<file path="src/rtl/core/pmfp_pkg.sv">
`default_nettype none

package pmfp_pkg;

  localparam int unsigned ByteW     = 8;
  localparam int unsigned HdrPosW   = 3;
  localparam int unsigned CapIdxW   = 4;
  localparam int unsigned HeaderLen = 5;
  localparam int unsigned CaptureLen = 11;

  localparam logic [ByteW-1:0]   SkipLenReset = 8'd30;
  localparam logic [HdrPosW-1:0] HdrLast      = 3'(HeaderLen - 1);
  localparam logic [CapIdxW-1:0] CapLast      = 4'(CaptureLen - 1);

  localparam logic [CapIdxW-1:0] CapSysHi   = 4'd0;
  localparam logic [CapIdxW-1:0] CapSysLo   = 4'd1;
  localparam logic [CapIdxW-1:0] CapDiaHi   = 4'd3;
  localparam logic [CapIdxW-1:0] CapDiaLo   = 4'd4;
  localparam logic [CapIdxW-1:0] CapPulseHi = 4'd9;
  localparam logic [CapIdxW-1:0] CapPulseLo = 4'd10;

  localparam logic [ByteW-1:0] ChE     = 8'h65;
  localparam logic [ByteW-1:0] ChR     = 8'h72;
  localparam logic [ByteW-1:0] ChColon = 8'h3A;
  localparam logic [ByteW-1:0] ChZero  = 8'h30;
  localparam logic [ByteW-1:0] ChNine  = 8'h39;
  localparam logic [ByteW-1:0] ChSeven = 8'h37;

  typedef struct packed {
    logic [ByteW-1:0] systolic;
    logic [ByteW-1:0] diastolic;
    logic [ByteW-1:0] pulse_rate;
  } result_t;

  typedef struct packed {
    logic    emit;
    result_t res;
  } prs_out_t;

  function automatic logic [ByteW-1:0] hdr_char(input logic [HdrPosW-1:0] pos);
    logic [ByteW-1:0] ch;
    unique case (pos)
      3'd0:    ch = ChE;
      3'd1:    ch = ChR;
      3'd2:    ch = ChR;
      3'd3:    ch = ChColon;
      3'd4:    ch = ChZero;
      default: ch = ChE;
    endcase
    return ch;
  endfunction

  function automatic logic [3:0] hex_nibble(input logic [ByteW-1:0] c);
    logic [ByteW-1:0] diff;
    diff = (c > ChNine) ? (c - ChSeven) : (c - ChZero);
    return diff[3:0];
  endfunction

endpackage

`default_nettype wire

</file>
<file path="src/rtl/core/pmfp_if.sv">
`default_nettype none

interface pmfp_in_if;
  logic                          valid;
  logic                          ready;
  logic [pmfp_pkg::ByteW-1:0]    rx_byte;

  modport source (output valid, output rx_byte, input ready);
  modport sink   (input valid, input rx_byte, output ready);
endinterface

interface pmfp_out_if;
  logic                          valid;
  logic                          ready;
  logic [pmfp_pkg::ByteW-1:0]    systolic;
  logic [pmfp_pkg::ByteW-1:0]    diastolic;
  logic [pmfp_pkg::ByteW-1:0]    pulse_rate;

  modport source (output valid, output systolic, output diastolic, output pulse_rate,
                  input ready);
  modport sink   (input valid, input systolic, input diastolic, input pulse_rate,
                  output ready);
endinterface

`default_nettype wire

</file>
<file path="src/rtl/core/pmfp_in_stage.sv">
`default_nettype none

module pmfp_in_stage (
  input  wire logic                       clk,
  input  wire logic                       rst_n,
  pmfp_in_if.sink                         in_ch,
  input  wire logic                       adv,
  output      logic                       s1_valid,
  output      logic [pmfp_pkg::ByteW-1:0] s1_byte
);

  logic                       valid_r, valid_nxt;
  logic [pmfp_pkg::ByteW-1:0] byte_r;
  logic                       take;

  assign in_ch.ready = !valid_r || adv;
  assign take        = in_ch.valid && in_ch.ready;

  always_comb begin
    valid_nxt = valid_r;
    if (take) begin
      valid_nxt = 1'b1;
    end else if (adv) begin
      valid_nxt = 1'b0;
    end
  end

  always_ff @(posedge clk) begin
    if (!rst_n) begin
      valid_r <= 1'b0;
    end else begin
      valid_r <= valid_nxt;
    end
    if (take) begin
      byte_r <= in_ch.rx_byte;
    end
  end

  assign s1_valid = valid_r;
  assign s1_byte  = byte_r;

endmodule

`default_nettype wire

</file>
<file path="src/rtl/core/pmfp_parser.sv">
`default_nettype none

module pmfp_parser (
  input  wire logic                       clk,
  input  wire logic                       rst_n,
  input  wire logic                       cfg_we,
  input  wire logic [pmfp_pkg::ByteW-1:0] cfg_wdata,
  input  wire logic                       step,
  input  wire logic [pmfp_pkg::ByteW-1:0] rx_byte,
  output      pmfp_pkg::prs_out_t         prs
);

  typedef enum logic [1:0] {
    PH_HUNT = 2'd0,
    PH_SKIP = 2'd1,
    PH_CAPT = 2'd2
  } phase_t;

  phase_t                        phase_r, phase_nxt;
  logic [pmfp_pkg::HdrPosW-1:0]  hdr_pos_r, hdr_pos_nxt, hdr_pos_eff;
  logic [pmfp_pkg::ByteW-1:0]    skip_len_r, skip_cnt_r, skip_cnt_nxt, skip_inc;
  logic [pmfp_pkg::CapIdxW-1:0]  cap_idx_r, cap_idx_nxt;
  logic [pmfp_pkg::ByteW-1:0]    sys_r, sys_nxt, dia_r, dia_nxt, pul_r, pul_nxt;
  logic [3:0]                    nib;

  assign nib         = pmfp_pkg::hex_nibble(rx_byte);
  assign skip_inc    = skip_cnt_r + 8'd1;
  assign hdr_pos_eff = (hdr_pos_r > pmfp_pkg::HdrLast) ? '0 : hdr_pos_r;

  always_comb begin
    phase_nxt   = phase_r;
    hdr_pos_nxt = hdr_pos_r;
    skip_cnt_nxt = skip_cnt_r;
    cap_idx_nxt = cap_idx_r;
    sys_nxt     = sys_r;
    dia_nxt     = dia_r;
    pul_nxt     = pul_r;
    unique case (phase_r)
      PH_SKIP: begin
        skip_cnt_nxt = skip_inc;
        if (skip_inc >= skip_len_r) begin
          phase_nxt = PH_CAPT;
        end
      end
      PH_CAPT: begin
        unique case (cap_idx_r)
          pmfp_pkg::CapSysHi:   sys_nxt = {nib, 4'd0};
          pmfp_pkg::CapSysLo:   sys_nxt = {sys_r[7:4], nib};
          pmfp_pkg::CapDiaHi:   dia_nxt = {nib, 4'd0};
          pmfp_pkg::CapDiaLo:   dia_nxt = {dia_r[7:4], nib};
          pmfp_pkg::CapPulseHi: pul_nxt = {nib, 4'd0};
          pmfp_pkg::CapPulseLo: pul_nxt = {pul_r[7:4], nib};
          default: ;
        endcase
        if (cap_idx_r >= pmfp_pkg::CapLast) begin
          cap_idx_nxt = '0;
          hdr_pos_nxt = '0;
          phase_nxt   = PH_HUNT;
        end else begin
          cap_idx_nxt = cap_idx_r + 4'd1;
        end
      end
      default: begin
        phase_nxt = PH_HUNT;
        if (rx_byte == pmfp_pkg::hdr_char(hdr_pos_eff)) begin
          if (hdr_pos_eff == pmfp_pkg::HdrLast) begin
            hdr_pos_nxt  = '0;
            skip_cnt_nxt = '0;
            cap_idx_nxt  = '0;
            phase_nxt    = (skip_len_r == '0) ? PH_CAPT : PH_SKIP;
          end else begin
            hdr_pos_nxt = hdr_pos_eff + 3'd1;
          end
        end else begin
          hdr_pos_nxt = '0;
        end
      end
    endcase
  end

  assign prs.emit           = (phase_r == PH_CAPT) && (cap_idx_r >= pmfp_pkg::CapLast);
  assign prs.res.systolic   = sys_nxt;
  assign prs.res.diastolic  = dia_nxt;
  assign prs.res.pulse_rate = pul_nxt;

  always_ff @(posedge clk) begin
    if (!rst_n) begin
      phase_r    <= PH_HUNT;
      hdr_pos_r  <= '0;
      skip_cnt_r <= '0;
      cap_idx_r  <= '0;
      sys_r      <= '0;
      dia_r      <= '0;
      pul_r      <= '0;
      skip_len_r <= pmfp_pkg::SkipLenReset;
    end else begin
      if (cfg_we) begin
        skip_len_r <= cfg_wdata;
      end
      if (step) begin
        phase_r    <= phase_nxt;
        hdr_pos_r  <= hdr_pos_nxt;
        skip_cnt_r <= skip_cnt_nxt;
        cap_idx_r  <= cap_idx_nxt;
        sys_r      <= sys_nxt;
        dia_r      <= dia_nxt;
        pul_r      <= pul_nxt;
      end
    end
  end

endmodule

`default_nettype wire

</file>
<file path="src/rtl/core/pmfp_out_stage.sv">
`default_nettype none

module pmfp_out_stage (
  input  wire logic              clk,
  input  wire logic              rst_n,
  input  wire logic              load,
  input  wire pmfp_pkg::result_t res,
  output      logic              can_load,
  pmfp_out_if.source             out_ch
);

  logic              valid_r, valid_nxt;
  pmfp_pkg::result_t res_r;

  assign can_load = !valid_r || out_ch.ready;

  always_comb begin
    valid_nxt = valid_r;
    if (load) begin
      valid_nxt = 1'b1;
    end else if (out_ch.ready) begin
      valid_nxt = 1'b0;
    end
  end

  always_ff @(posedge clk) begin
    if (!rst_n) begin
      valid_r <= 1'b0;
    end else begin
      valid_r <= valid_nxt;
    end
    if (load) begin
      res_r <= res;
    end
  end

  assign out_ch.valid      = valid_r;
  assign out_ch.systolic   = res_r.systolic;
  assign out_ch.diastolic  = res_r.diastolic;
  assign out_ch.pulse_rate = res_r.pulse_rate;

endmodule

`default_nettype wire

</file>
<file path="src/rtl/core/pressure_monitor_frame_parser_unit.sv">
// Blood pressure monitor frame parser.
// in_ch: one received serial character per beat (rx_byte), valid/ready.
// out_ch: one beat per frame with systolic, diastolic and pulse_rate,
//   valid/ready. A frame is the header "err:0", skip_length discarded
//   characters, then an 11-character field block; the result beat follows
//   the eleventh field character.
// cfg_we/cfg_wdata: write skip_length (reset value 30); write only while idle.
// Path: an accepted character is held in the input register, the parser
//   consumes it from there, and a result it completes loads the output register.
// Throughput: one character per cycle unless a frame-completing character stalls,
//   set by the parse step between the input register and the output register.
// Reset (rst_n low, synchronous): parser returns to header search, both
//   channel registers empty, skip_length back to 30.
// Stall: while out_ch holds an untaken result, characters that complete no
//   frame keep flowing; a character that completes a frame waits in the
//   input register until the output register frees up.
`default_nettype none

module pressure_monitor_frame_parser_unit (
  input  wire logic                       clk,
  input  wire logic                       rst_n,
  input  wire logic                       cfg_we,
  input  wire logic [pmfp_pkg::ByteW-1:0] cfg_wdata,
  pmfp_in_if.sink                         in_ch,
  pmfp_out_if.source                      out_ch
);

  logic                       s1_valid;
  logic [pmfp_pkg::ByteW-1:0] s1_byte;
  logic                       adv;
  logic                       can_load;
  pmfp_pkg::prs_out_t         prs;

  assign adv = s1_valid && (!prs.emit || can_load);

  pmfp_in_stage u_in (
    .clk      (clk),
    .rst_n    (rst_n),
    .in_ch    (in_ch),
    .adv      (adv),
    .s1_valid (s1_valid),
    .s1_byte  (s1_byte)
  );

  pmfp_parser u_prs (
    .clk       (clk),
    .rst_n     (rst_n),
    .cfg_we    (cfg_we),
    .cfg_wdata (cfg_wdata),
    .step      (adv),
    .rx_byte   (s1_byte),
    .prs       (prs)
  );

  pmfp_out_stage u_out (
    .clk      (clk),
    .rst_n    (rst_n),
    .load     (adv && prs.emit),
    .res      (prs.res),
    .can_load (can_load),
    .out_ch   (out_ch)
  );

`ifndef SYNTHESIS
  a_reset_clears_out: assert property (@(posedge clk) !rst_n |=> !out_ch.valid)
    else $error("result valid after reset");

  a_emit_loads_out: assert property (@(posedge clk) disable iff (!rst_n)
    adv && prs.emit |=> out_ch.valid)
    else $error("completed frame did not reach output register");

  a_held_byte_stable: assert property (@(posedge clk) disable iff (!rst_n)
    s1_valid && !adv |=> s1_valid && $stable(s1_byte))
    else $error("stalled character lost or changed");

  a_no_overwrite: assert property (@(posedge clk) disable iff (!rst_n)
    out_ch.valid && !out_ch.ready |=> out_ch.valid && $stable(out_ch.systolic)
      && $stable(out_ch.pulse_rate))
    else $error("pending result overwritten");
`endif

endmodule

`default_nettype wire
</file>
<file path="src/flat_wrapper.sv">
// flat-port wrapper written by rule: the top's interface ports become plain ports
module pressure_monitor_frame_parser_unit_flat 
  (clk, rst_n, cfg_we, cfg_wdata, in_ch_valid, in_ch_rx_byte, in_ch_ready, out_ch_valid, out_ch_systolic, out_ch_diastolic, out_ch_pulse_rate, out_ch_ready);
  pmfp_in_if in_ch_i ();
  pmfp_out_if out_ch_i ();
  input  wire logic clk;
  input  wire logic rst_n;
  input  wire logic cfg_we;
  input  wire logic [pmfp_pkg::ByteW-1:0] cfg_wdata;
  input wire logic [$bits(in_ch_i.valid)-1:0] in_ch_valid;
  input wire logic [$bits(in_ch_i.rx_byte)-1:0] in_ch_rx_byte;
  output wire logic [$bits(in_ch_i.ready)-1:0] in_ch_ready;
  output wire logic [$bits(out_ch_i.valid)-1:0] out_ch_valid;
  output wire logic [$bits(out_ch_i.systolic)-1:0] out_ch_systolic;
  output wire logic [$bits(out_ch_i.diastolic)-1:0] out_ch_diastolic;
  output wire logic [$bits(out_ch_i.pulse_rate)-1:0] out_ch_pulse_rate;
  input wire logic [$bits(out_ch_i.ready)-1:0] out_ch_ready;
  assign in_ch_i.valid = in_ch_valid;
  assign in_ch_i.rx_byte = in_ch_rx_byte;
  assign in_ch_ready = in_ch_i.ready;
  assign out_ch_valid = out_ch_i.valid;
  assign out_ch_systolic = out_ch_i.systolic;
  assign out_ch_diastolic = out_ch_i.diastolic;
  assign out_ch_pulse_rate = out_ch_i.pulse_rate;
  assign out_ch_i.ready = out_ch_ready;
  pressure_monitor_frame_parser_unit u_core (.clk(clk), .rst_n(rst_n), .cfg_we(cfg_we), .cfg_wdata(cfg_wdata), .in_ch(in_ch_i), .out_ch(out_ch_i));
endmodule
</file>
<file path="config.mk">
export PLATFORM = sky130hd
export DESIGN_NAME = pressure_monitor_frame_parser_unit_flat
export DESIGN_NICKNAME = d
export VERILOG_FILES = /design/src/rtl/core/pmfp_pkg.sv /design/src/rtl/core/pmfp_if.sv /design/src/rtl/core/pmfp_in_stage.sv /design/src/rtl/core/pmfp_parser.sv /design/src/rtl/core/pmfp_out_stage.sv /design/src/rtl/core/pressure_monitor_frame_parser_unit.sv /design/src/flat_wrapper.sv
export SDC_FILE = /design/constraint.sdc
export NUM_CORES = 1
export LEC_CHECK = 0
export BUFFER_PORTS_ARGS = -buffer_cell sky130_fd_sc_hd__buf_2
export CORE_AREA = 2 2 116 118
export DETAILED_ROUTE_END_ITERATION = 10
export DIE_AREA = 0 0 118 120
export PLACE_DENSITY_LB_ADDON = 0.2
export SETUP_SLACK_MARGIN = 0.02
export SLEW_MARGIN = 20
export SYNTH_ARGS = -nofsm -noshare
export SYNTH_HDL_FRONTEND = slang
export SYNTH_SLANG_ARGS = --single-unit
</file>
<file path="constraint.sdc">
create_clock -name clk -period 3.4 [get_ports clk]
set_clock_uncertainty 0.2 [all_clocks]
set_input_delay 0.34 -clock clk [delete_from_list [all_inputs] [get_ports clk]]
set_output_delay 0.34 -clock clk [all_outputs]
set_load 0.05 [all_outputs]
</file>
==> results_dict.tcl, run 1 <==
set metrics [dict create \
    outcome "finished clean" \
    vias 3234 \
    start_util 0.321 \
    async_flop_share 0 \
    place_area_sq_mm 0.00462 \
    finalNonFillerCells 683 \
    synth_xor_area_frac 0.0273 \
    numCtsBuffers 9 \
    synth.area.top_cells "dfxtp_1 24%, edfxtp_1 23%, ha_1 6.6%" \
    drv_cap 0 \
    slew_viol_final 0 \
    dieArea_sq_mm 0.0142 \
    crit_fanout 11 \
    synth_top_cell_area_share 0.245 \
    synth_ff_type "dfxtp_1" \
    fp.dieW_um 118 \
    hp-class "primary input to flop" \
    coreArea_sq_mm 0.0130 \
    portBuffers 46 \
    crit_start "u_core.u_prs.cap_idx_r[0]" \
    grt_max_degree 31 \
    setup.worst_path.class "flop to flop" \
    synth_edf_count 32 \
    synth_top_family_by_area "simple AND/OR/NAND/NOR gates" \
    ys_types 50 \
    clock_latency_ps 350 \
    ys_warn_count 0 \
    hold_violations 0 \
    synth_seq_area_share 0.475 \
    dr.first_iter.drc_count 114 \
    cts_max_path_buffers 2 \
    crit_end "u_core.u_prs.cap_idx_r[3]" \
    multi_input_area_sq_mm 0.00206 \
    clk_pin_slew_ps 60 \
    wl_mm 8.98 \
    post_cts_buffers 0 \
    min_period_ps 2960 \
    dp_cells 659 \
    yosys.area_share.adder 0.0660 \
    numClockSinks 83 \
    worstPathRequired_ps 3440 \
    synth.ff_latch_count 83 \
    syn_to_final_growth_pct 19.6 \
    r2r_start "u_core.u_prs.cap_idx_r[0]" \
    gp_congestion 0.801 \
    syn_inst 445 \
    finalCritPeriodShare 0.870 \
    regToRegSetupSlack_ps 440 \
    crit_arrival_ps 3000 \
    final.fill_count 1339 \
    rsz0062_at_grt "no" \
    fp-row-count 42 \
    grt_pass1_wl_mm 15.0 \
    fin_nets 546 \
    synthTopCellsByCount "58 x nand2_1, 54 x o21ai_0, 51 x dfxtp_1, 32 x edfxtp_1" \
    post-dp-hpwl_mm 6.35 \
    synth.most_common_cell "nand2_1" \
    grt_overflow_total 0 \
    pin_count 47 \
    finalSetupViolCount 0 \
    htreeDepth 3 \
    drtAntennaViolNets 0 \
    die_y_um 120 \
    antenna_found_initial 0 \
    cts_tree "yes" \
    syn_area_per_cell_sq_um 9.37 \
    seq_area_sq_mm 0.00198 \
    synth-compound-area-share 0.178 \
    p_leak_nw 1.99 \
    synth_fp_nets 488 \
    avgViaCountPerCell 4.73 \
    layout-drive-gt1-share 0.158 \
    p_per_area_mw_per_mm2 437 \
    worst_pin_slew_ps 764 \
    fin_area_sq_mm 0.00499 \
    antenna_cells 0 \
    syn_area_sq_mm 0.00417 \
    root_buffer "clkbuf_16" \
    vdd_drop_max_mv 0.225 \
    route.detailed.drc 0 \
    max_slew_margin 0.486 \
    critPathLaunchType "flop" \
    first_pass_iters 4 \
    r2r_end "u_core.u_prs.cap_idx_r[3]" \
    post_synth_mux_area_share 0.0120 \
    grt_usage 0.134 \
    grt_pass1_vias 3044 \
    cp-end-kind "flop" \
    r2r_cells 9 \
    post_drt_wl_per_cell_um 13.1 \
    setup_tns_ps 0 \
    synth_largest_area_cell "dfxtp_1" \
    yosys.area_share.simple 0.209 \
    timing.fmax_mhz 338 \
]
critical path, cell delays in order (launching register included):
cell	delay (ps)
dfxtp_1	400
inv_1	100
ha_1	320
or3_1	390
nand3_1	140
o21ai_1	240
buf_4	270
o41a_1	430
a21o_1	180
a32o_1	190
sequential cells by signal, summed over array words and instances, names as in the netlist:
signal                          count
u_core.u_prs.hdr_pos_r              3
u_core.u_prs.dia_r                  8
u_core.u_prs.skip_len_r             8
u_core.u_prs.skip_cnt_r             8
u_core.u_prs.cap_idx_r              4
u_core.u_prs.sys_r                  8
u_core.u_in.s1_byte                 8
u_core.u_prs.phase_r                2
u_core.u_out.out_ch.systolic        8
u_core.u_in.s1_valid                1
u_core.u_out.out_ch.valid           1
u_core.u_out.out_ch.pulse_rate      8
u_core.u_prs.pul_r                  8
u_core.u_out.out_ch.diastolic       8
repair_timing:
item	in CTS	in global routing
hold endpoints to repair	9	0
resized for setup	0	0
hold buffers	9	0
power by group:
group,leakage [nW],total (mW),switching [mW],internal [mW]
sequential,0.724,1.06,0.0150,1.05
combinational,1.13,0.163,0.0989,0.0641
clock,0.132,0.958,0.399,0.558
total,1.99,2.18,0.513,1.67
layout make-up:
type                    count  area share
clock buffers               9      0.0451
clock inverters             6      0.0115
inverters                  18      0.0135
multi-input cells         328       0.412
flip-flops and latches     83       0.397
well taps                 176      0.0441
repair buffers             63      0.0762
cells by family (layout without fill, tap and decap cells):
family / count (synthesis) / after routing
muxes: 5 / 5
AOI/OAI and AO/OA: 116 / 116
xor gates and xnor gates: 13 / 13
buffers and inverters: 34 / 96
adders and majority gates: 22 / 22
DFF: 83 / 83
and+or+nand+nor: 172 / 172
worst min-delay path by stage:
| stage | from | endpoint | slack [ps] | depth (start not counted) |
|---|---|---|---|---|
| CTS | cfg_wdata[4] | u_core.u_prs.skip_len_r[4] | 3 | 3 |
| global placement | u_core.u_prs.dia_r[4] | u_core.u_prs.dia_r[4] | 270 | 2 |
| detailed placement | u_core.u_prs.dia_r[4] | u_core.u_prs.dia_r[4] | 270 | 2 |
| floorplan | in_ch_rx_byte[0] | u_core.u_in.s1_byte[0] | 240 | 0 |
| finish | cfg_wdata[4] | u_core.u_prs.skip_len_r[4] | 10 | 3 |
| global route | cfg_wdata[4] | u_core.u_prs.skip_len_r[4] | 20 | 3 |
metrics by stage:
step                      hold WS [ps]   util  total power, mW  setup slack [ps]
after floorplan                    239      -             1.17               288
after global placement             270  0.356             1.24               457
after detailed placement           274  0.356             1.24               441
after CTS                         2.60  0.384             2.21               431
after global routing              21.1  0.384             2.26               218
final                             10.7  0.384             2.18               441
layout by cell type (no fill, tap or decap), types with 5 or more instances in the layout:
master / count
or2_2: 9
o211ai_1: 6
a22oi_1: 10
and2_1: 12
buf_4: 8
nor2_1: 18
nand2_1: 58
a21oi_1: 7
xor2_1: 5
nand3_1: 15
o21ai_0: 54
nor2b_1: 22
mux2i_1: 5
or3_1: 7
dfxtp_1: 51
a22o_1: 5
edfxtp_1: 32
o31ai_1: 5
a21o_1: 6
nor3_1: 6
dlygate4sd3_1: 9
clkbuf_16: 9
ha_1: 22
xnor2_1: 8
nand2b_1: 11
inv_1: 18
buf_2: 46
layer usage:
| layer | routed length (um) | vias up | share of wire | GRT usage |
|---|---|---|---|---|
| li1 | - | 1697 | - | - |
| met2 | 4100 | 48 | 0.46 | 0.213 |
| met3 | 260 | 11 | 0.029 | 0.0247 |
| met1 | 4420 | 1478 | 0.49 | 0.174 |
| met4 | 197 | 0 | 0.022 | 0.0678 |
| met5 | 0 | - | 0 | 0 |
Note: power is estimated with default switching activity, not from simulation.
==> run 2, diff against run 1 <==
Settings changed: CTS_BUF_LIST set to sky130_fd_sc_hd__clkbuf_2 sky130_fd_sc_hd__clkbuf_4 sky130_fd_sc_hd__clkbuf_8, MAX_ROUTING_LAYER set to met4.
==> run 2 against run 1 <==
- largest power group unchanged
- via count up 0.28%
- wire length increased by 0.11%
- die area stayed put
- highest routed layer unchanged
==> results_dict.tcl, run 2 (synthesis gave the netlist of run 1 again) <==
set metrics [dict create \
    outcome "finished clean" \
    pin_count 47 \
    holdPathEnd "u_core.u_prs.skip_len_r[7]" \
    avgViaCountPerCell 4.73 \
    hp-class "primary input to flop" \
    hp-start "cfg_wdata[7]" \
    finalSetupViolCount 0 \
    vdd_drop_max_mv 0.180 \
    p_per_area_mw_per_mm2 391 \
    coreArea_sq_mm 0.0130 \
    setup.worst_path.class "flop to flop" \
    whs_ps 22.6 \
    worstPathRequired_ps 3470 \
    timing.fmax_mhz 338 \
    antenna_found_initial 0 \
    root_buffer "clkbuf_8" \
    combPwrFrac 0.086 \
    fp.dieW_um 118 \
    grt_overflow_total 0 \
    seqPwrFrac 0.550 \
    dr.first_iter.drc_count 103 \
    crit_arrival_ps 3030 \
    max_slew_margin 0.483 \
    route.detailed.drc 0 \
    switching_share 0.252 \
    rsz0062_at_grt "no" \
    syn_to_final_growth_pct 17.9 \
    r2r_cells 9 \
    numCtsBuffers 9 \
    final_common_cell "nand2_1" \
    grt_usage 0.137 \
    worst_pin_slew_ps 769 \
    drv_cap 0 \
    htreeDepth 3 \
    wl_mm 8.99 \
    antenna_cells 0 \
    seq_area_sq_mm 0.00198 \
    hold_violations 0 \
    dieArea_sq_mm 0.0142 \
    cp-end-kind "flop" \
    post_drt_wl_per_cell_um 13.1 \
    crit_fanout 11 \
    place_area_sq_mm 0.00462 \
    critPathLaunchType "flop" \
    finalNonFillerCells 686 \
    r2r_end "u_core.u_prs.cap_idx_r[3]" \
    multi_input_area_sq_mm 0.00206 \
    final.fill_count 1357 \
    r2r_start "u_core.u_prs.cap_idx_r[0]" \
    power_switching_mw 0.485 \
    p_leak_nw 1.96 \
    hold_depth 3 \
    vias 3243 \
    gp_congestion 0.812 \
    grt_max_degree 31 \
    portBuffers 46 \
    slew_viol_final 0 \
    fp-row-count 42 \
    power.internal_mw 1.44 \
    cts_tree "yes" \
    regToRegSetupSlack_ps 440 \
    fin_nets 549 \
    start_util 0.321 \
    die_y_um 120 \
    clock_latency_ps 370 \
    grt_pass1_wl_mm 15.1 \
    first_pass_iters 6 \
    post-dp-hpwl_mm 6.35 \
    clock_power_share 0.363 \
    numClockSinks 83 \
    setup_tns_ps 0 \
    grt_pass1_vias 3060 \
    finalCritPeriodShare 0.871 \
    layout-drive-gt1-share 0.157 \
    post_cts_buffers 0 \
    min_period_ps 2960 \
    clk_pin_slew_ps 90 \
    fin_area_sq_mm 0.00492 \
    layout_common_cells "58 x nand2_1, 54 x o21ai_0, 51 x dfxtp_1" \
    cts_max_path_buffers 2 \
    drtAntennaViolNets 0 \
    dp_cells 659 \
    cts_resized 0 \
]
==> run 2: cell count changes in the layout (fill, tap and decap cells not counted), sizes merged <==
cell,delta
dlygate4sd3,+3
==> run 2: timing repair <==
action	CTS	global route
endpoints found under the hold margin	12	0
setup endpoints to repair	0	0
hold buffers	12	0
==> run 2: critical path, stage by stage, from the launching register on <==
cell and delay [ps]:
dfxtp_1 410, inv_1 100, ha_1 320, or3_1 390
nand3_1 140, o21ai_1 240, buf_4 270, o41a_1 430
a21o_1 180, a32o_1 190
==> run 2: worst max-delay path by stage <==
stage	from	endpoint	depth (start not counted)
CTS	u_core.u_prs.skip_cnt_r[2]	u_core.u_prs.phase_r[0]	10
global route	u_core.u_prs.hdr_pos_r[2]	u_core.u_prs.phase_r[1]	10
global placement	u_core.u_prs.cap_idx_r[0]	u_core.u_prs.cap_idx_r[3]	9
finish	u_core.u_prs.cap_idx_r[0]	u_core.u_prs.cap_idx_r[3]	9
detailed placement	u_core.u_prs.cap_idx_r[0]	u_core.u_prs.cap_idx_r[3]	9
floorplan	u_core.u_prs.cap_idx_r[0]	u_core.u_out.out_ch.diastolic[0]	7
==> run 2: power groups by stage <==
stage | clock network, mW | registers, mW | logic [mW]
floorplan | 0 | 1.08 | 0.0943
global placement | 0 | 1.08 | 0.155
detailed placement | 0 | 1.08 | 0.159
CTS | 0.725 | 1.06 | 0.169
global route | 0.764 | 1.06 | 0.186
finish | 0.699 | 1.06 | 0.166
==> run 2: metrics by stage <==
stage | utilization | setup WS, ps | total power [mW]
after global routing | 0.379 | 212 | 2.01
after global placement | 0.356 | 457 | 1.24
final | 0.379 | 440 | 1.92
after floorplan | - | 288 | 1.17
after detailed placement | 0.356 | 441 | 1.24
after CTS | 0.379 | 425 | 1.95
==> run 2: metal layers <==
| metal | share of wire | up-vias | track usage |
|---|---|---|---|
| met5 | 0 | - | - |
| met1 | 0.49 | 1489 | 0.176 |
| met2 | 0.46 | 45 | 0.213 |
| met3 | 0.027 | 12 | 0.0247 |
| li1 | - | 1697 | - |
| met4 | 0.019 | 0 | 0.0610 |
==> run 2: area by class of cell <==
| cell class | count | share of cell area |
|---|---|---|
| sequential | 83 | 0.403 |
| tap | 176 | 0.0448 |
| timing repair buffer | 66 | 0.0834 |
| clock inverter | 6 | 0.0117 |
| inverter | 18 | 0.0137 |
| clock buffer | 9 | 0.0252 |
| multi-input combinational | 328 | 0.418 |
==> run 3, diff against run 2 <==
Settings changed: CORE_AREA 2 2 116 118 to 2 2 121 123, DIE_AREA 0 0 118 120 to 0 0 123 125.
==> run 3 against run 2 <==
- hold slack better by 6.7 ps
- die area is 8.6% higher
- critical path type unchanged
- cell count rose by 1.3%
==> results_dict.tcl, run 3 (synthesis gave the netlist of run 1 again) <==
set metrics [dict create \
    outcome "finished clean" \
    setup_tns_ps 0 \
    setup.worst_path.class "flop to flop" \
    grt_pass1_vias 3056 \
    layout-drive-gt1-share 0.162 \
    dieArea_sq_mm 0.0154 \
    final.fill_count 1480 \
    final_util 0.346 \
    gp_congestion 0.795 \
    cts_max_path_buffers 2 \
    timing.fmax_mhz 331 \
    fp.dieW_um 123 \
    hp-class "primary input to flop" \
    finalPower_mw 1.87 \
    finalCritPeriodShare 0.889 \
    crit_fanout 8 \
    critPathTopFamily "simple AND/OR/NAND/NOR gates" \
    slew_viol_final 0 \
    antenna_cells 0 \
    max_stage_delay_ps 510 \
    worst_pin_slew_ps 561 \
    cp-end-kind "flop" \
    coreArea_sq_mm 0.0142 \
    route.detailed.drc 0 \
    grt_overflow_total 0 \
    post_drt_wl_per_cell_um 12.9 \
    dr.first_iter.drc_count 265 \
    min_period_ps 3020 \
    drtAntennaViolNets 0 \
    drv_cap 0 \
    first_pass_iters 4 \
    rsz0062_at_grt "no" \
    cp.buffers_inverters 1 \
    fin_nets 549 \
    clk_pin_slew_ps 90 \
    worstPathRequired_ps 3460 \
    finalSetupViolCount 0 \
    timing.final.ws_setup_ps 377 \
    cp_slowest_cell "nor3_1" \
    critPathLaunchType "flop" \
    grt_pass1_wl_mm 14.8 \
    pin_count 47 \
    root_buffer "clkbuf_8" \
    wl_mm 8.95 \
    grt_max_degree 31 \
    crit_arrival_ps 3090 \
    htreeDepth 3 \
    clock_latency_ps 360 \
    hold_violations 0 \
    grt_usage 0.125 \
    layout_common_cells "58 x nand2_1, 54 x o21ai_0, 51 x dfxtp_1" \
    final_common_cell "nand2_1" \
    avgViaCountPerCell 4.64 \
    vias 3222 \
    antenna_found_initial 0 \
    post-place-ws_ps 373 \
    portBuffers 46 \
    post-dp-hpwl_mm 6.38 \
    vdd_drop_max_mv 0.135 \
    start_util 0.294 \
    fp-row-count 44 \
    p_per_area_mw_per_mm2 381 \
    syn_to_final_growth_pct 18.0 \
    cts_tree "yes" \
    die_y_um 125 \
    numClockSinks 83 \
    p_leak_nw 1.94 \
    max_slew_margin 0.623 \
    numCtsBuffers 9 \
    path_cells "and2b_1 > inv_1 > ha_1 > or2_1 > o221a_2 > nor4_2 > o211ai_1 > nor3_1 > a21oi_2 > a22o_1" \
]
==> run 3: timing repair <==
action | 4_1_cts | 5_1_grt
hold endpoints to repair | 12 | 0
hold buffers | 12 | 0
buffers inserted | 0 | 0
resized for setup | 0 | 0
==> run 3: stage by stage <==
step,hold slack (ps),std cells,cell area (sq um)
global route,35.0,695,4920
finish,29.2,695,4920
global placement,270,667,4630
floorplan,239,445,4170
detailed placement,275,667,4630
CTS,11.6,695,4920
==> run 3: area by class of cell <==
cell class | instances | area (sq um) | share of cell area
clock inverters | 6 | 42.5 | 0.00864
repair buffers | 66 | 410 | 0.0834
multi-input cells | 328 | 2060 | 0.418
inverters | 18 | 67.6 | 0.0137
flip-flops and latches | 83 | 1980 | 0.403
clock buffers | 10 | 131 | 0.0267
well taps | 184 | 230 | 0.0468
==> run 3: worst paths after layout <==
check,from,endpoint,slack (ps),depth (start not counted)
setup / recovery,u_core.u_prs.hdr_pos_r[2],u_core.u_prs.skip_cnt_r[5],380,10
hold / removal,cfg_wdata[5],u_core.u_prs.skip_len_r[5],30,3
setup reg to reg,u_core.u_prs.hdr_pos_r[2],u_core.u_prs.skip_cnt_r[5],380,10
hold reg to reg,u_core.u_prs.dia_r[4],u_core.u_prs.dia_r[4],290,2
==> run 3: power breakdown <==
group | leakage [nW] | internal [mW] | switching [mW]
registers | 0.724 | 1.04 | 0.0150
logic | 1.15 | 0.0670 | 0.100
clock network | 0.0740 | 0.272 | 0.377
==> run 3: worst min-delay path: stages <==
cell and delay, ps:
buf_2 70, mux2i_1 50, nor2b_1 90
==> run 3: layer usage <==
metal,up-vias,share of wire,GRT usage
met5,-,0,-
met4,0,0.017,0.0481
met3,9,0.046,0.0251
met2,63,0.44,0.186
met1,1454,0.49,0.165
li1,1696,-,-
